## config.mk

```make
export PLATFORM = sky130hd
export DESIGN_NAME = adc_sample_calibrate_decimate
export DESIGN_NICKNAME = d
export VERILOG_FILES = /design/src/rtl/asc_pkg.sv /design/src/rtl/asc_cal_lane.sv /design/src/rtl/asc_sequencer.sv /design/src/rtl/asc_merge.sv /design/src/rtl/adc_sample_calibrate_decimate.sv
export SDC_FILE = /design/constraint.sdc
export NUM_CORES = 1
export LEC_CHECK = 0
export BUFFER_PORTS_ARGS = -buffer_cell sky130_fd_sc_hd__buf_2
export CORE_ASPECT_RATIO = 0.9
export CORE_MARGIN = 3
export CORE_UTILIZATION = 45
export DETAILED_ROUTE_END_ITERATION = 6
export MAX_ROUTING_LAYER = met4
export PLACE_DENSITY = 0.73
export SETUP_SLACK_MARGIN = 0.15
export SYNTH_ARGS = -nofsm -noshare
export SYNTH_HDL_FRONTEND = slang
export SYNTH_SLANG_ARGS = --single-unit
```

## constraint.sdc

```tcl
create_clock -name clock -period 14.1 [get_ports clock]
set_input_delay 0.705 -clock clock [delete_from_list [all_inputs] [get_ports clock]]
set_output_delay 0.705 -clock clock [all_outputs]
set_load 0.05 [all_outputs]
```

## src/rtl/asc_pkg.sv

```systemverilog
// Shared types and constants for the ADC sample calibrate and decimate block.
// No dependencies; every other file of the block imports this package.
package asc_pkg;

   // buffer geometry
   localparam int BUF_POINTS = 1024;
   localparam int POS_W      = $clog2(BUF_POINTS) + 2;
   localparam int PCOUNT_W   = 11;
   localparam int ADDR_W     = 10;

   // result queue
   localparam int FIFO_DEPTH = 4;
   localparam int FIFO_AW    = $clog2(FIFO_DEPTH);

   // commands
   localparam logic [1:0] CMD_START  = 2'd0;
   localparam logic [1:0] CMD_SAMPLE = 2'd1;
   localparam logic [1:0] CMD_STOP   = 2'd2;

   // modes
   localparam logic [2:0] MODE_PEAK   = 3'd0;
   localparam logic [2:0] MODE_NORMAL = 3'd1;
   localparam logic [2:0] MODE_RAND   = 3'd2;
   localparam logic [2:0] MODE_DEC4   = 3'd3;
   localparam logic [2:0] MODE_DEC5   = 3'd4;

   // register indexes
   localparam logic [2:0] REG_MODE      = 3'd0;
   localparam logic [2:0] REG_STRIDE    = 3'd1;
   localparam logic [2:0] REG_START_OFS = 3'd2;
   localparam logic [2:0] REG_PCOUNT    = 3'd3;
   localparam logic [2:0] REG_MIDPOINT  = 3'd4;
   localparam logic [2:0] REG_GAIN      = 3'd5;
   localparam logic [2:0] REG_BALANCE   = 3'd6;
   localparam logic [2:0] REG_ODD_START = 3'd7;

   typedef struct packed {
      logic [2:0]          mode;
      logic [7:0]          stride;
      logic signed [10:0]  start_offset;
      logic [PCOUNT_W-1:0] point_count;
      logic [7:0]          midpoint;
      logic [15:0]         gain;
      logic signed [7:0]   balance;
      logic                odd_start;
   } cfg_type;

   // writes planned for one item; slot 0 is taken first
   typedef struct packed {
      logic [1:0]        cnt;
      logic [ADDR_W-1:0] addr0;
      logic              hi0;
      logic [ADDR_W-1:0] addr1;
      logic              hi1;
      logic              done;
   } plan_type;

endpackage

```

## src/rtl/asc_cal_lane.sv

```systemverilog
// One calibration lane: midpoint + trunc((sample - midpoint) * gain / 2^14), clamped.
// Multiply is registered; offset and clamp follow combinationally. Uses asc_pkg.
module asc_cal_lane (
   input  logic              clock,
   input  logic              load,
   input  logic signed [9:0] sample,
   input  logic [7:0]        midpoint,
   input  logic [15:0]       gain,
   output logic [7:0]        value
);
   import asc_pkg::*;

   logic signed [9:0]  diff;
   logic [8:0]         mag;
   logic [24:0]        prod;
   logic [10:0]        q_ff;
   logic               neg_ff;
   logic signed [12:0] mid_s;
   logic signed [12:0] q_s;
   logic signed [12:0] sum;

   assign diff = sample - signed'({2'b00, midpoint});
   assign mag  = diff[9] ? 9'(-diff) : diff[8:0];
   assign prod = 25'(mag) * 25'(gain);

   // magnitude is truncated, so the sign is applied afterwards
   always_ff @(posedge clock) begin
      if (load) begin
         q_ff   <= prod[24:14];
         neg_ff <= diff[9];
      end
   end

   assign mid_s = signed'({5'b0, midpoint});
   assign q_s   = signed'({2'b0, q_ff});
   assign sum   = neg_ff ? (mid_s - q_s) : (mid_s + q_s);

   always_comb begin
      if (sum < 0) begin
         value = 8'd0;
      end else if (sum > 13'sd255) begin
         value = 8'd255;
      end else begin
         value = sum[7:0];
      end
   end

endmodule

```

## src/rtl/asc_sequencer.sv

```systemverilog
// Capture control: write position, discard and lead flags, word phase.
// Plans up to two buffer writes per item and registers the plan. Uses asc_pkg.
module asc_sequencer (
   input  logic               clock,
   input  logic               reset,
   input  logic               accept,
   input  logic [1:0]         cmd,
   input  asc_pkg::cfg_type   cfg,
   output asc_pkg::plan_type  plan
);
   import asc_pkg::*;

   logic signed [POS_W-1:0] pos_ff, pos_in;
   logic                    disc_ff, disc_in;
   logic                    lead_ff, lead_in;
   logic [2:0]              phase_ff, phase_in;
   logic                    active_ff, active_in;
   plan_type                plan_ff, plan_in;

   logic [PCOUNT_W-1:0]     end_pts;
   logic signed [POS_W-1:0] end_s, st_s, pos_st, pos_st2, pos_one;
   logic                    below_end;
   logic [2:0]              ph5;
   logic                    c0_v, c0_hi, c1_v, c1_hi, e0, e1;
   logic signed [POS_W-1:0] c0_pos, c1_pos;

   assign end_pts   = (cfg.point_count < PCOUNT_W'(BUF_POINTS)) ? cfg.point_count
                                                                : PCOUNT_W'(BUF_POINTS);
   assign end_s     = signed'({{(POS_W-PCOUNT_W){1'b0}}, end_pts});
   assign st_s      = signed'({{(POS_W-8){1'b0}}, cfg.stride});
   assign pos_st    = pos_ff + st_s;
   assign pos_st2   = pos_st + st_s;
   assign pos_one   = pos_ff + POS_W'(1);
   assign below_end = pos_ff < end_s;

   always_comb begin
      case (phase_ff)
         3'd5:    ph5 = 3'd0;
         3'd6:    ph5 = 3'd1;
         3'd7:    ph5 = 3'd2;
         default: ph5 = phase_ff;
      endcase
   end

   always_comb begin
      pos_in    = pos_ff;
      disc_in   = disc_ff;
      lead_in   = lead_ff;
      phase_in  = phase_ff;
      active_in = active_ff;
      c0_v      = 1'b0;
      c0_pos    = pos_ff;
      c0_hi     = 1'b0;
      c1_v      = 1'b0;
      c1_pos    = pos_one;
      c1_hi     = 1'b1;
      if (accept) begin
         case (cmd)
            CMD_START: begin
               pos_in    = (cfg.mode == MODE_PEAK) ? '0
                         : {{(POS_W-11){cfg.start_offset[10]}}, cfg.start_offset};
               disc_in   = 1'b1;
               lead_in   = (cfg.mode == MODE_NORMAL) && !cfg.odd_start;
               phase_in  = 3'd0;
               active_in = 1'b1;
            end
            CMD_STOP: begin
               active_in = 1'b0;
            end
            CMD_SAMPLE: begin
               if (active_ff && disc_ff) begin
                  disc_in = 1'b0;
               end else if (active_ff) begin
                  case (cfg.mode)
                     MODE_PEAK: begin
                        if (below_end) begin
                           c0_v   = 1'b1;
                           c1_v   = 1'b1;
                           pos_in = pos_ff + POS_W'(2);
                        end
                     end
                     MODE_NORMAL: begin
                        if (lead_ff) begin
                           lead_in = 1'b0;
                           c0_v    = 1'b1;
                           c0_hi   = 1'b1;
                           pos_in  = pos_st;
                        end else if (below_end) begin
                           c0_v   = 1'b1;
                           c1_v   = 1'b1;
                           c1_pos = pos_st;
                           pos_in = pos_st2;
                        end
                     end
                     MODE_RAND: begin
                        if (pos_ff[POS_W-1]) begin
                           pos_in = pos_st;
                        end else if (below_end) begin
                           c0_v   = 1'b1;
                           pos_in = pos_st;
                        end
                     end
                     MODE_DEC4: begin
                        if (phase_ff[0]) begin
                           phase_in = 3'd0;
                        end else if (below_end) begin
                           c0_v     = 1'b1;
                           pos_in   = pos_st;
                           phase_in = 3'd1;
                        end
                     end
                     MODE_DEC5: begin
                        if (ph5 == 3'd0) begin
                           if (below_end) begin
                              c0_v     = 1'b1;
                              pos_in   = pos_st;
                              phase_in = 3'd1;
                           end else begin
                              phase_in = 3'd0;
                           end
                        end else begin
                           if ((ph5 == 3'd2) && below_end) begin
                              c0_v   = 1'b1;
                              c0_hi  = 1'b1;
                              pos_in = pos_st;
                           end
                           phase_in = (ph5 == 3'd4) ? 3'd0 : ph5 + 3'd1;
                        end
                     end
                     default: ;
                  endcase
               end
            end
            default: ;
         endcase
      end
   end

   // drop writes outside the buffer, then pack survivors into slot 0 first
   assign e0 = c0_v && !c0_pos[POS_W-1] && (c0_pos < end_s);
   assign e1 = c1_v && !c1_pos[POS_W-1] && (c1_pos < end_s);

   always_comb begin
      plan_in.cnt   = 2'(e0) + 2'(e1);
      plan_in.addr0 = e0 ? c0_pos[ADDR_W-1:0] : c1_pos[ADDR_W-1:0];
      plan_in.hi0   = e0 ? c0_hi : c1_hi;
      plan_in.addr1 = c1_pos[ADDR_W-1:0];
      plan_in.hi1   = c1_hi;
      plan_in.done  = pos_in >= end_s;
   end

   always_ff @(posedge clock) begin
      if (reset) begin
         pos_ff    <= '0;
         disc_ff   <= 1'b0;
         lead_ff   <= 1'b0;
         phase_ff  <= 3'd0;
         active_ff <= 1'b0;
         plan_ff   <= '0;
      end else begin
         pos_ff    <= pos_in;
         disc_ff   <= disc_in;
         lead_ff   <= lead_in;
         phase_ff  <= phase_in;
         active_ff <= active_in;
         plan_ff   <= plan_in;
      end
   end

   assign plan = plan_ff;

endmodule

```

## src/rtl/asc_merge.sv

```systemverilog
// Merge stage: picks the low or high lane value for each planned write and
// queues the writes for the result channel. Uses asc_pkg.
module asc_merge (
   input  logic                       clock,
   input  logic                       reset,
   input  asc_pkg::plan_type          plan,
   input  logic [7:0]                 lo_value,
   input  logic [7:0]                 hi_value,
   output logic                       room,
   output logic                       rsp_valid,
   input  logic                       rsp_ready,
   output logic [asc_pkg::ADDR_W-1:0] rsp_address,
   output logic [7:0]                 rsp_value,
   output logic                       rsp_last,
   output logic                       rsp_capture_done
);
   import asc_pkg::*;

   typedef struct packed {
      logic [ADDR_W-1:0] address;
      logic [7:0]        value;
      logic              last;
      logic              done;
   } entry_type;

   entry_type          mem [FIFO_DEPTH];
   entry_type          ent0, ent1;
   logic [FIFO_AW-1:0] wr_ptr_ff, wr_ptr_in, wr_nxt, rd_ptr_ff, rd_ptr_in;
   logic [FIFO_AW:0]   cnt_ff, cnt_in;
   logic               pop;

   assign ent0 = '{address: plan.addr0, value: plan.hi0 ? hi_value : lo_value,
                   last: (plan.cnt == 2'd1), done: plan.done};
   assign ent1 = '{address: plan.addr1, value: plan.hi1 ? hi_value : lo_value,
                   last: 1'b1, done: plan.done};

   assign wr_nxt    = wr_ptr_ff + FIFO_AW'(1);
   assign pop       = rsp_valid && rsp_ready;
   assign wr_ptr_in = wr_ptr_ff + FIFO_AW'(plan.cnt);
   assign rd_ptr_in = rd_ptr_ff + FIFO_AW'(pop);
   assign cnt_in    = cnt_ff + (FIFO_AW+1)'(plan.cnt) - (FIFO_AW+1)'(pop);

   // leave space for the plan in flight plus a full two-write item
   assign room = (cnt_ff + (FIFO_AW+1)'(plan.cnt)) <= (FIFO_AW+1)'(FIFO_DEPTH - 2);

   always_ff @(posedge clock) begin
      if (plan.cnt != 2'd0) begin
         mem[wr_ptr_ff] <= ent0;
      end
      if (plan.cnt == 2'd2) begin
         mem[wr_nxt] <= ent1;
      end
   end

   always_ff @(posedge clock) begin
      if (reset) begin
         wr_ptr_ff <= '0;
         rd_ptr_ff <= '0;
         cnt_ff    <= '0;
      end else begin
         wr_ptr_ff <= wr_ptr_in;
         rd_ptr_ff <= rd_ptr_in;
         cnt_ff    <= cnt_in;
      end
   end

   assign rsp_valid        = cnt_ff != '0;
   assign rsp_address      = mem[rd_ptr_ff].address;
   assign rsp_value        = mem[rd_ptr_ff].value;
   assign rsp_last         = mem[rd_ptr_ff].last;
   assign rsp_capture_done = mem[rd_ptr_ff].done;

endmodule

```

## src/rtl/adc_sample_calibrate_decimate.sv

```systemverilog
// ADC sample calibrate and decimate, top level: CSR file, two calibration lanes,
// sequencer and merge queue. Depends on asc_pkg, asc_cal_lane, asc_sequencer, asc_merge.
// Each item's plan is registered in the sequencer, then its writes queue for rsp.
// Throughput: one item per cycle while items yield at most one write and rsp_ready
// is high; the single result port takes one write per cycle, so two-write items stall.
// Reset (synchronous): registers take their defaults, capture idle, result queue empty.
module adc_sample_calibrate_decimate (
   input  logic                       clock,
   input  logic                       reset,
   input  logic                       req_valid,
   output logic                       req_ready,
   input  logic [1:0]                 req_cmd,
   input  logic [7:0]                 req_low_byte,
   input  logic [7:0]                 req_high_byte,
   output logic                       rsp_valid,
   input  logic                       rsp_ready,
   output logic [asc_pkg::ADDR_W-1:0] rsp_address,
   output logic [7:0]                 rsp_value,
   output logic                       rsp_last,
   output logic                       rsp_capture_done,
   input  logic                       csr_psel,
   input  logic                       csr_penable,
   input  logic                       csr_pwrite,
   input  logic [4:0]                 csr_paddr,
   input  logic [31:0]                csr_pwdata,
   output logic [31:0]                csr_prdata,
   output logic                       csr_pready
);
   import asc_pkg::*;

   cfg_type           cfg_ff;
   plan_type          plan;
   logic [2:0]        reg_idx;
   logic              csr_wr, accept, room;
   logic signed [9:0] lo_sample, hi_sample;
   logic [7:0]        lo_value, hi_value;

   assign csr_pready = 1'b1;
   assign reg_idx    = csr_paddr[4:2];
   assign csr_wr     = csr_psel && csr_penable && csr_pwrite;

   always_ff @(posedge clock) begin
      if (reset) begin
         cfg_ff.mode         <= MODE_NORMAL;
         cfg_ff.stride       <= 8'd1;
         cfg_ff.start_offset <= '0;
         cfg_ff.point_count  <= PCOUNT_W'(BUF_POINTS);
         cfg_ff.midpoint     <= 8'd128;
         cfg_ff.gain         <= 16'd16384;
         cfg_ff.balance      <= '0;
         cfg_ff.odd_start    <= 1'b0;
      end else if (csr_wr) begin
         case (reg_idx)
            REG_MODE:      cfg_ff.mode         <= csr_pwdata[2:0];
            REG_STRIDE:    cfg_ff.stride       <= csr_pwdata[7:0];
            REG_START_OFS: cfg_ff.start_offset <= signed'(csr_pwdata[10:0]);
            REG_PCOUNT:    cfg_ff.point_count  <= csr_pwdata[PCOUNT_W-1:0];
            REG_MIDPOINT:  cfg_ff.midpoint     <= csr_pwdata[7:0];
            REG_GAIN:      cfg_ff.gain         <= csr_pwdata[15:0];
            REG_BALANCE:   cfg_ff.balance      <= signed'(csr_pwdata[7:0]);
            REG_ODD_START: cfg_ff.odd_start    <= csr_pwdata[0];
            default: ;
         endcase
      end
   end

   always_comb begin
      case (reg_idx)
         REG_MODE:      csr_prdata = 32'(cfg_ff.mode);
         REG_STRIDE:    csr_prdata = 32'(cfg_ff.stride);
         REG_START_OFS: csr_prdata = 32'(unsigned'(cfg_ff.start_offset));
         REG_PCOUNT:    csr_prdata = 32'(cfg_ff.point_count);
         REG_MIDPOINT:  csr_prdata = 32'(cfg_ff.midpoint);
         REG_GAIN:      csr_prdata = 32'(cfg_ff.gain);
         REG_BALANCE:   csr_prdata = 32'(unsigned'(cfg_ff.balance));
         REG_ODD_START: csr_prdata = 32'(cfg_ff.odd_start);
         default:       csr_prdata = '0;
      endcase
   end

   assign req_ready = room;
   assign accept    = req_valid && req_ready;

   // balance applies to the high byte only
   assign lo_sample = signed'({2'b00, req_low_byte});
   assign hi_sample = signed'({2'b00, req_high_byte})
                    + {{2{cfg_ff.balance[7]}}, cfg_ff.balance};

   asc_cal_lane u_lane_lo (
      .clock    (clock),
      .load     (accept),
      .sample   (lo_sample),
      .midpoint (cfg_ff.midpoint),
      .gain     (cfg_ff.gain),
      .value    (lo_value)
   );

   asc_cal_lane u_lane_hi (
      .clock    (clock),
      .load     (accept),
      .sample   (hi_sample),
      .midpoint (cfg_ff.midpoint),
      .gain     (cfg_ff.gain),
      .value    (hi_value)
   );

   asc_sequencer u_seq (
      .clock  (clock),
      .reset  (reset),
      .accept (accept),
      .cmd    (req_cmd),
      .cfg    (cfg_ff),
      .plan   (plan)
   );

   asc_merge u_merge (
      .clock            (clock),
      .reset            (reset),
      .plan             (plan),
      .lo_value         (lo_value),
      .hi_value         (hi_value),
      .room             (room),
      .rsp_valid        (rsp_valid),
      .rsp_ready        (rsp_ready),
      .rsp_address      (rsp_address),
      .rsp_value        (rsp_value),
      .rsp_last         (rsp_last),
      .rsp_capture_done (rsp_capture_done)
   );

endmodule

```

**Word-level counts from Yosys, hierarchy flattened**

Memory sizes are Yosys's and may differ from the RTL's. A register that Yosys moved wholly into a read port is not among the register bits.
Index checks and enable logic that the tools add are counted.

- Register bits: 140
- Memory bits (writable): 80
- Output and inout bits: 55
- Memories kept: 1

Memory list:

| memory | depth | width | rd ports | clocked after memory_dff | write ports | RTL line | RTL |
|---|---|---|---|---|---|---|---|
| u_merge.mem | 4 | 20 | 1 | 1 | 2 | asc_merge.sv:26 | `entry_type mem [FIFO_DEPTH];` |

- Add/sub/neg operators: 20
- $mul: 2
- Magnitude comparators: 9
- Equality and inequality tests: 26
- Multiplexer cells: 83
- Reduce and logical (&&, ||, !) cells: 35

Operators by type and width:

| cell | number |
|---|---|
| 32-bit case mux with 8 select lines | 1 |
| 12-bit two-way mux | 20 |
| 12-bit case mux with 5 select lines | 1 |
| 9-bit by 16-bit multiplier with 25-bit output | 2 |
| 8-bit two-way mux | 6 |
| 1-bit two-way mux | 31 |
| 3-bit equality test (second input constant) | 9 |
| 13-bit by 9-bit > comparator with 1-bit output (second input constant) | 2 |
| 13-bit by 1-bit less-than comparator with 1-bit output (second input constant) | 2 |
| 13-bit two-way mux | 2 |
| 12-bit by 9-bit adder with 12-bit output | 2 |
| 8-bit by 11-bit adder with 12-bit output | 2 |
| 12-bit less-than comparator | 2 |
| 12-bit case mux with 2 select lines | 1 |
| 8-bit by 11-bit subtractor with 12-bit output | 2 |
| 3-bit two-way mux | 6 |
| 9-bit two-way mux | 2 |
| 9-bit negation | 2 |
| 2-bit AND reduction | 9 |
| 3-bit by 2-bit equality test with 1-bit output (second input constant) | 5 |
| 12-bit by 2-bit adder with 12-bit output (second input constant) | 1 |
| 12-bit by 3-bit adder with 12-bit output (second input constant) | 1 |
| 12-bit >= comparator | 1 |
| 3-bit case mux with 2 select lines | 2 |
| 34 further kinds | 61 |

**Longest topological paths before layout**

- Depth after elaboration: 14
- Depth in mapped cells: 30
- Depth with buffers taken out: 30

**Cells and area by module**

Synthesis repeated with hierarchy kept, for this count alone.

- Cell total of the unflattened synthesis: 2772
- Area, all modules: 25045.3 µm²

By module, submodules not included:

| module | times used | cells an instance | area each (µm²) | seq. area each (µm²) |
|---|---|---|---|---|
| asc_cal_lane (u_lane_lo) | 1 | 737 | 6356.1 | 360.3 |
| asc_cal_lane (u_lane_hi) | 1 | 652 | 5748.0 | 360.3 |
| asc_sequencer | 1 | 716 | 5248.8 | 860.8 |
| asc_merge | 1 | 270 | 4256.6 | 2502.4 |
| adc_sample_calibrate_decimate | 1 | 397 | 3435.8 | 1321.3 |

**Worst setup path before layout**

No wires, ideal clock.

- Path type: in2reg
- Start: input port req_high_byte[6]
- End: register u_lane_hi.q_ff[10] (data pin)
- Library setup time: 0.263 ns
- Arrival: 7.259 ns
- Required time: 13.837 ns
- Slack: 6.579 ns
- Stages on the path: 25
- Cells stage by stage: inv_1 > fa_1 > inv_1 > ha_1 > a21o_1 > or4_1 > a32oi_1 > nor2b_1 > xnor2_1 > clkbuf_1 > nand2_1 > fa_1 > inv_1 > fa_1 > fa_1 > fa_1 > ha_1 > inv_1 > or4_1 > o221ai_1 > a21bo_2 > o31ai_4 > nor4_2 > o41ai_2 > xnor2_1

RTL lines:

| what | RTL line | RTL |
|---|---|---|
| from (decl) | adc_sample_calibrate_decimate.sv:14 | `input logic [7:0] req_high_byte,` |
| 9-bit by 8-bit adder with 10-bit output | adc_sample_calibrate_decimate.sv:87 | `+ {{2{cfg_ff.balance[7]}}, cfg_ff.balance};` |
| 10-bit by 9-bit subtractor with 10-bit output | asc_cal_lane.sv:22 | `assign diff = sample - signed'({2'b00, midpoint});` |
| net u_lane_hi.diff[9] | asc_cal_lane.sv:13 | `logic signed [9:0] diff;` |
| 9-bit two-way mux | asc_cal_lane.sv:23 | `assign mag = diff[9] ? 9'(-diff) : diff[8:0];` |
| 9-bit by 16-bit multiplier with 25-bit output | asc_cal_lane.sv:24 | `assign prod = 25'(mag) * 25'(gain);` |
| net u_lane_hi.prod[24] | asc_cal_lane.sv:15 | `logic [24:0] prod;` |
| to (signal assigned) | asc_cal_lane.sv:29 | `q_ff <= prod[24:14];` |
| to (decl) | asc_cal_lane.sv:16 | `logic [10:0] q_ff;` |

The timed path passes the listed nets, and every way through them passes these cells.
A chain may end at the register's enable or synchronous reset.

**Worst setup path in the final report**

- Start: register cfg_ff[26] (netlist name)
- End: register u_lane_lo.q_ff[10] (data pin)

- Longest elaborated chain between the ends: 4

RTL lines:

| what | RTL line |
|---|---|
| 8-bit by 8-bit subtractor with 9-bit output (*) | asc_cal_lane.sv:22 |
| net u_lane_lo.diff[8] | asc_cal_lane.sv:13 |
| 9-bit negation | asc_cal_lane.sv:23 |
| 9-bit two-way mux (*) | asc_cal_lane.sv:23 |
| 9-bit by 16-bit multiplier with 25-bit output (*) | asc_cal_lane.sv:24 |
| net u_lane_lo.prod[24] | asc_cal_lane.sv:15 |
| to (signal assigned) | asc_cal_lane.sv:29 |
| to (decl) | asc_cal_lane.sv:16 |

The timed path passes the listed nets; every way through them passes the cells marked *.

==> results.cfg <==
[synthesis]
synth_area_leaders = fa_1, edfxtp_1, ha_1
ys_seq_elements = 220
yosys_most_used_dff = dfxtp_1
ys_warn_count = 0
ys_types = 97
synth_cells = 2762
avgSynthCellArea_sq_um = 8.83
ys_seq_area_frac = 0.222
synth_edf_count = 100
synth_top_area_cell = fa_1
synthArstFlopShare = 0
synth.top_cell.area_share = 0.174
synth_area_sq_mm = 0.0244

[clock_network]
holdBufCountCts = 0
clkTransAtPathRegs_ns = 0.06
cts-buffers-inserted = 24
clock_latency_ns = 0.55
cts_sinks = 220
cts_tree = done
clock-root-buffer = clkbuf_16
ctsLongestPathBuffers = 3
cts_resized = 0
cts-htree-levels = 1
post_cts_buffers = 0

[timing]
max_freq_mhz = 115
rsz0062_at_grt = false
drv_slew = 0
post-route-period-util = 0.617
fin_crit_ns = 8.70
worstMarginPinSlew_ns = 1.15
tns_ns = 0
setup_viol = 0
setup_ws_ns = 5.40
slew_headroom = 0.231
final.setup_skew_ns = 0.0206
finalHoldViolations = 0

[critical_path]
crit_path_frequent_cell = fa_1
worstPathCellList = inv_1 > fa_1 > a211oi_1 > o21bai_1 > o41a_1 > inv_1 > nand3_1 > a21boi_0 > fa_1 > inv_1 > fa_1 > fa_1 > fa_1 > inv_1 > ha_1 > a21oi_1 > o21ai_0 > a21oi_1 > a21boi_0 > a31oi_1 > a211oi_1 > xnor2_1
cp_top_family = compound AO/OA/AOI/OAI gates
endpoint_kind = flip-flop
worst-path-max-fanout = 16
crit_buf_inv = 4
required_ns = 14.38
slowest_delay_ns = 0.93
critical_path.slowest_cell = dfxtp_1
worstSetupPathType = reg2reg
rr_worst_depth = 22
arrival_ns = 8.99
r2r-start = cfg_ff[26]
rrSetupSlack_ns = 5.40
critPathLaunchType = flip-flop
r2r-end = u_lane_lo.q_ff[10]

[cells_and_area]
final_cell_mix = inv_1, nand2_1, fa_1, ha_1, nor2_1
multi_input_area_sq_mm = 0.0171
synthToLayoutAreaGrowth_pct = 8.02
finalNetCount = 3246
fin_util = 0.495
stdcell_area_sq_mm = 0.0263
fill_cells = 4926
seqCellArea_sq_mm = 0.00541
drive_gt1_frac = 0.0922
final_common_cell = inv_1

[run]
maxCapViolCount = 0

[detailed_routing]
detail-route-antenna-nets = 0
first_pass_iters = 6
post_drt_wl_per_cell_microns = 21.3
drc = 0
vias = 20800
wl_microns = 74400
vias_per_cell = 5.95
drtIter0Drc = 2009

[placement]
port_buffers = 81
dp_hpwl_microns = 56600
gp_congestion = 1.01
placed_area_sq_mm = 0.0255
pre_cts_ws_ns = 5.59

[grt]
grt_pass1_vias = 20800
grt_overflow = 0
grt_antenna_before_repair = 3
grt_max_degree = 87
grt_use_total = 0.266
grt_pass1_wl_microns = 117000

[floorplan]
num_rows = 80
dieHeight_microns = 227
die_w_microns = 251
dieArea_sq_mm = 0.0570
start_util = 0.458
coreArea_sq_mm = 0.0533
ios = 117

[hold_path]
whs_endpoint = cfg_ff[23]
hp-class = in2reg
hold_depth = 3
min_from = csr_pwdata[14]

[pwr]
p_leak_nw = 11.5
power.density_mw_per_mm2 = 86.4
ir_worst_vdd_uv = 80.8

[outcome]
status = completed
-- worst max-delay path by stage --
| stage | endpoint | cells past startpoint | from | slack, ns |
|---|---|---|---|---|
| after floorplan | u_lane_hi.q_ff[10] | 25 | req_high_byte[6] | 6.58 |
| after global placement | u_lane_lo.q_ff[10] | 22 | cfg_ff[26] | 5.76 |
| after detailed placement | u_lane_lo.q_ff[10] | 22 | cfg_ff[26] | 5.59 |
| after CTS | u_lane_lo.q_ff[10] | 24 | cfg_ff[26] | 5.55 |
| after global routing | u_lane_lo.q_ff[10] | 24 | cfg_ff[26] | 4.94 |
| final | u_lane_lo.q_ff[10] | 22 | cfg_ff[26] | 5.40 |
-- layout make-up --
| class | instances | area share |
|---|---|---|
| clock inverter | 13 | 0.00518 |
| clock buffer | 31 | 0.0266 |
| tap | 697 | 0.0331 |
| multi-input combinational | 2050 | 0.649 |
| inverter | 343 | 0.0489 |
| timing repair buffer | 140 | 0.0322 |
| sequential | 220 | 0.205 |
| antenna | 2 | 0.000190 |
-- cell usage after synthesis (72+ instances only) --
master / count
clkbuf_1: 134
fa_1: 212
o21ai_0: 102
nor2_1: 182
ha_1: 193
nor2b_1: 109
edfxtp_1: 100
nand2_1: 254
mux2i_1: 72
dfxtp_1: 120
a21oi_1: 141
and2_1: 78
inv_1: 341
-- worst min-delay path, stage by stage --
cell     delay, ns
buf_2         0.08
nand2_1       0.04
nand3_1       0.07
-- routing by layer --
metal	vias to the layer above	part of all wire	global-route usage
met2	1005	0.44	0.407
met1	10200	0.44	0.366
li1	9437	-	-
met4	0	0.032	0.0806
met5	-	0	-
met3	162	0.092	0.0416
-- kinds of logic after synthesis --
kind of cell / Yosys count / synth area share
and+or+nand+nor: 831 / 0.169
adders and majority gates: 405 / 0.273
buffers and inverters: 507 / 0.0809
AOI/OAI and AO/OA: 615 / 0.174
DFF: 220 / 0.222
muxes: 100 / 0.0522
xor gates and xnor gates: 82 / 0.0295
other: 2 / 0.000308
-- flip-flops by register name, summed over array words and instances (netlist names), 2 cells and up --
name / count
u_merge.mem: 80
cfg_ff: 66
u_seq.plan: 25
u_seq.c0_pos: 12
u_lane_hi.q_ff: 11
u_lane_lo.q_ff: 11
u_merge.cnt_ff: 3
u_seq.phase_ff: 3
u_merge.rd_ptr_ff: 2
u_merge.wr_ptr_ff: 2
-- power breakdown --
part	internal [mW]	switching, mW	leakage (nW)
registers	0.706	0.0389	1.94
clock network	0.391	0.283	0.411
logic	0.290	0.566	9.18
-- per-stage QoR --
step	power (mW)	instances	hold WS (ns)
after floorplan	1.35	2777	0.437
after global placement	1.57	3450	0.458
after detailed placement	1.60	3450	0.471
after CTS	2.27	3494	0.361
after global routing	2.39	3496	0.382
final	2.27	3496	0.376
No activity file was read; power rests on OpenSTA's default activity.
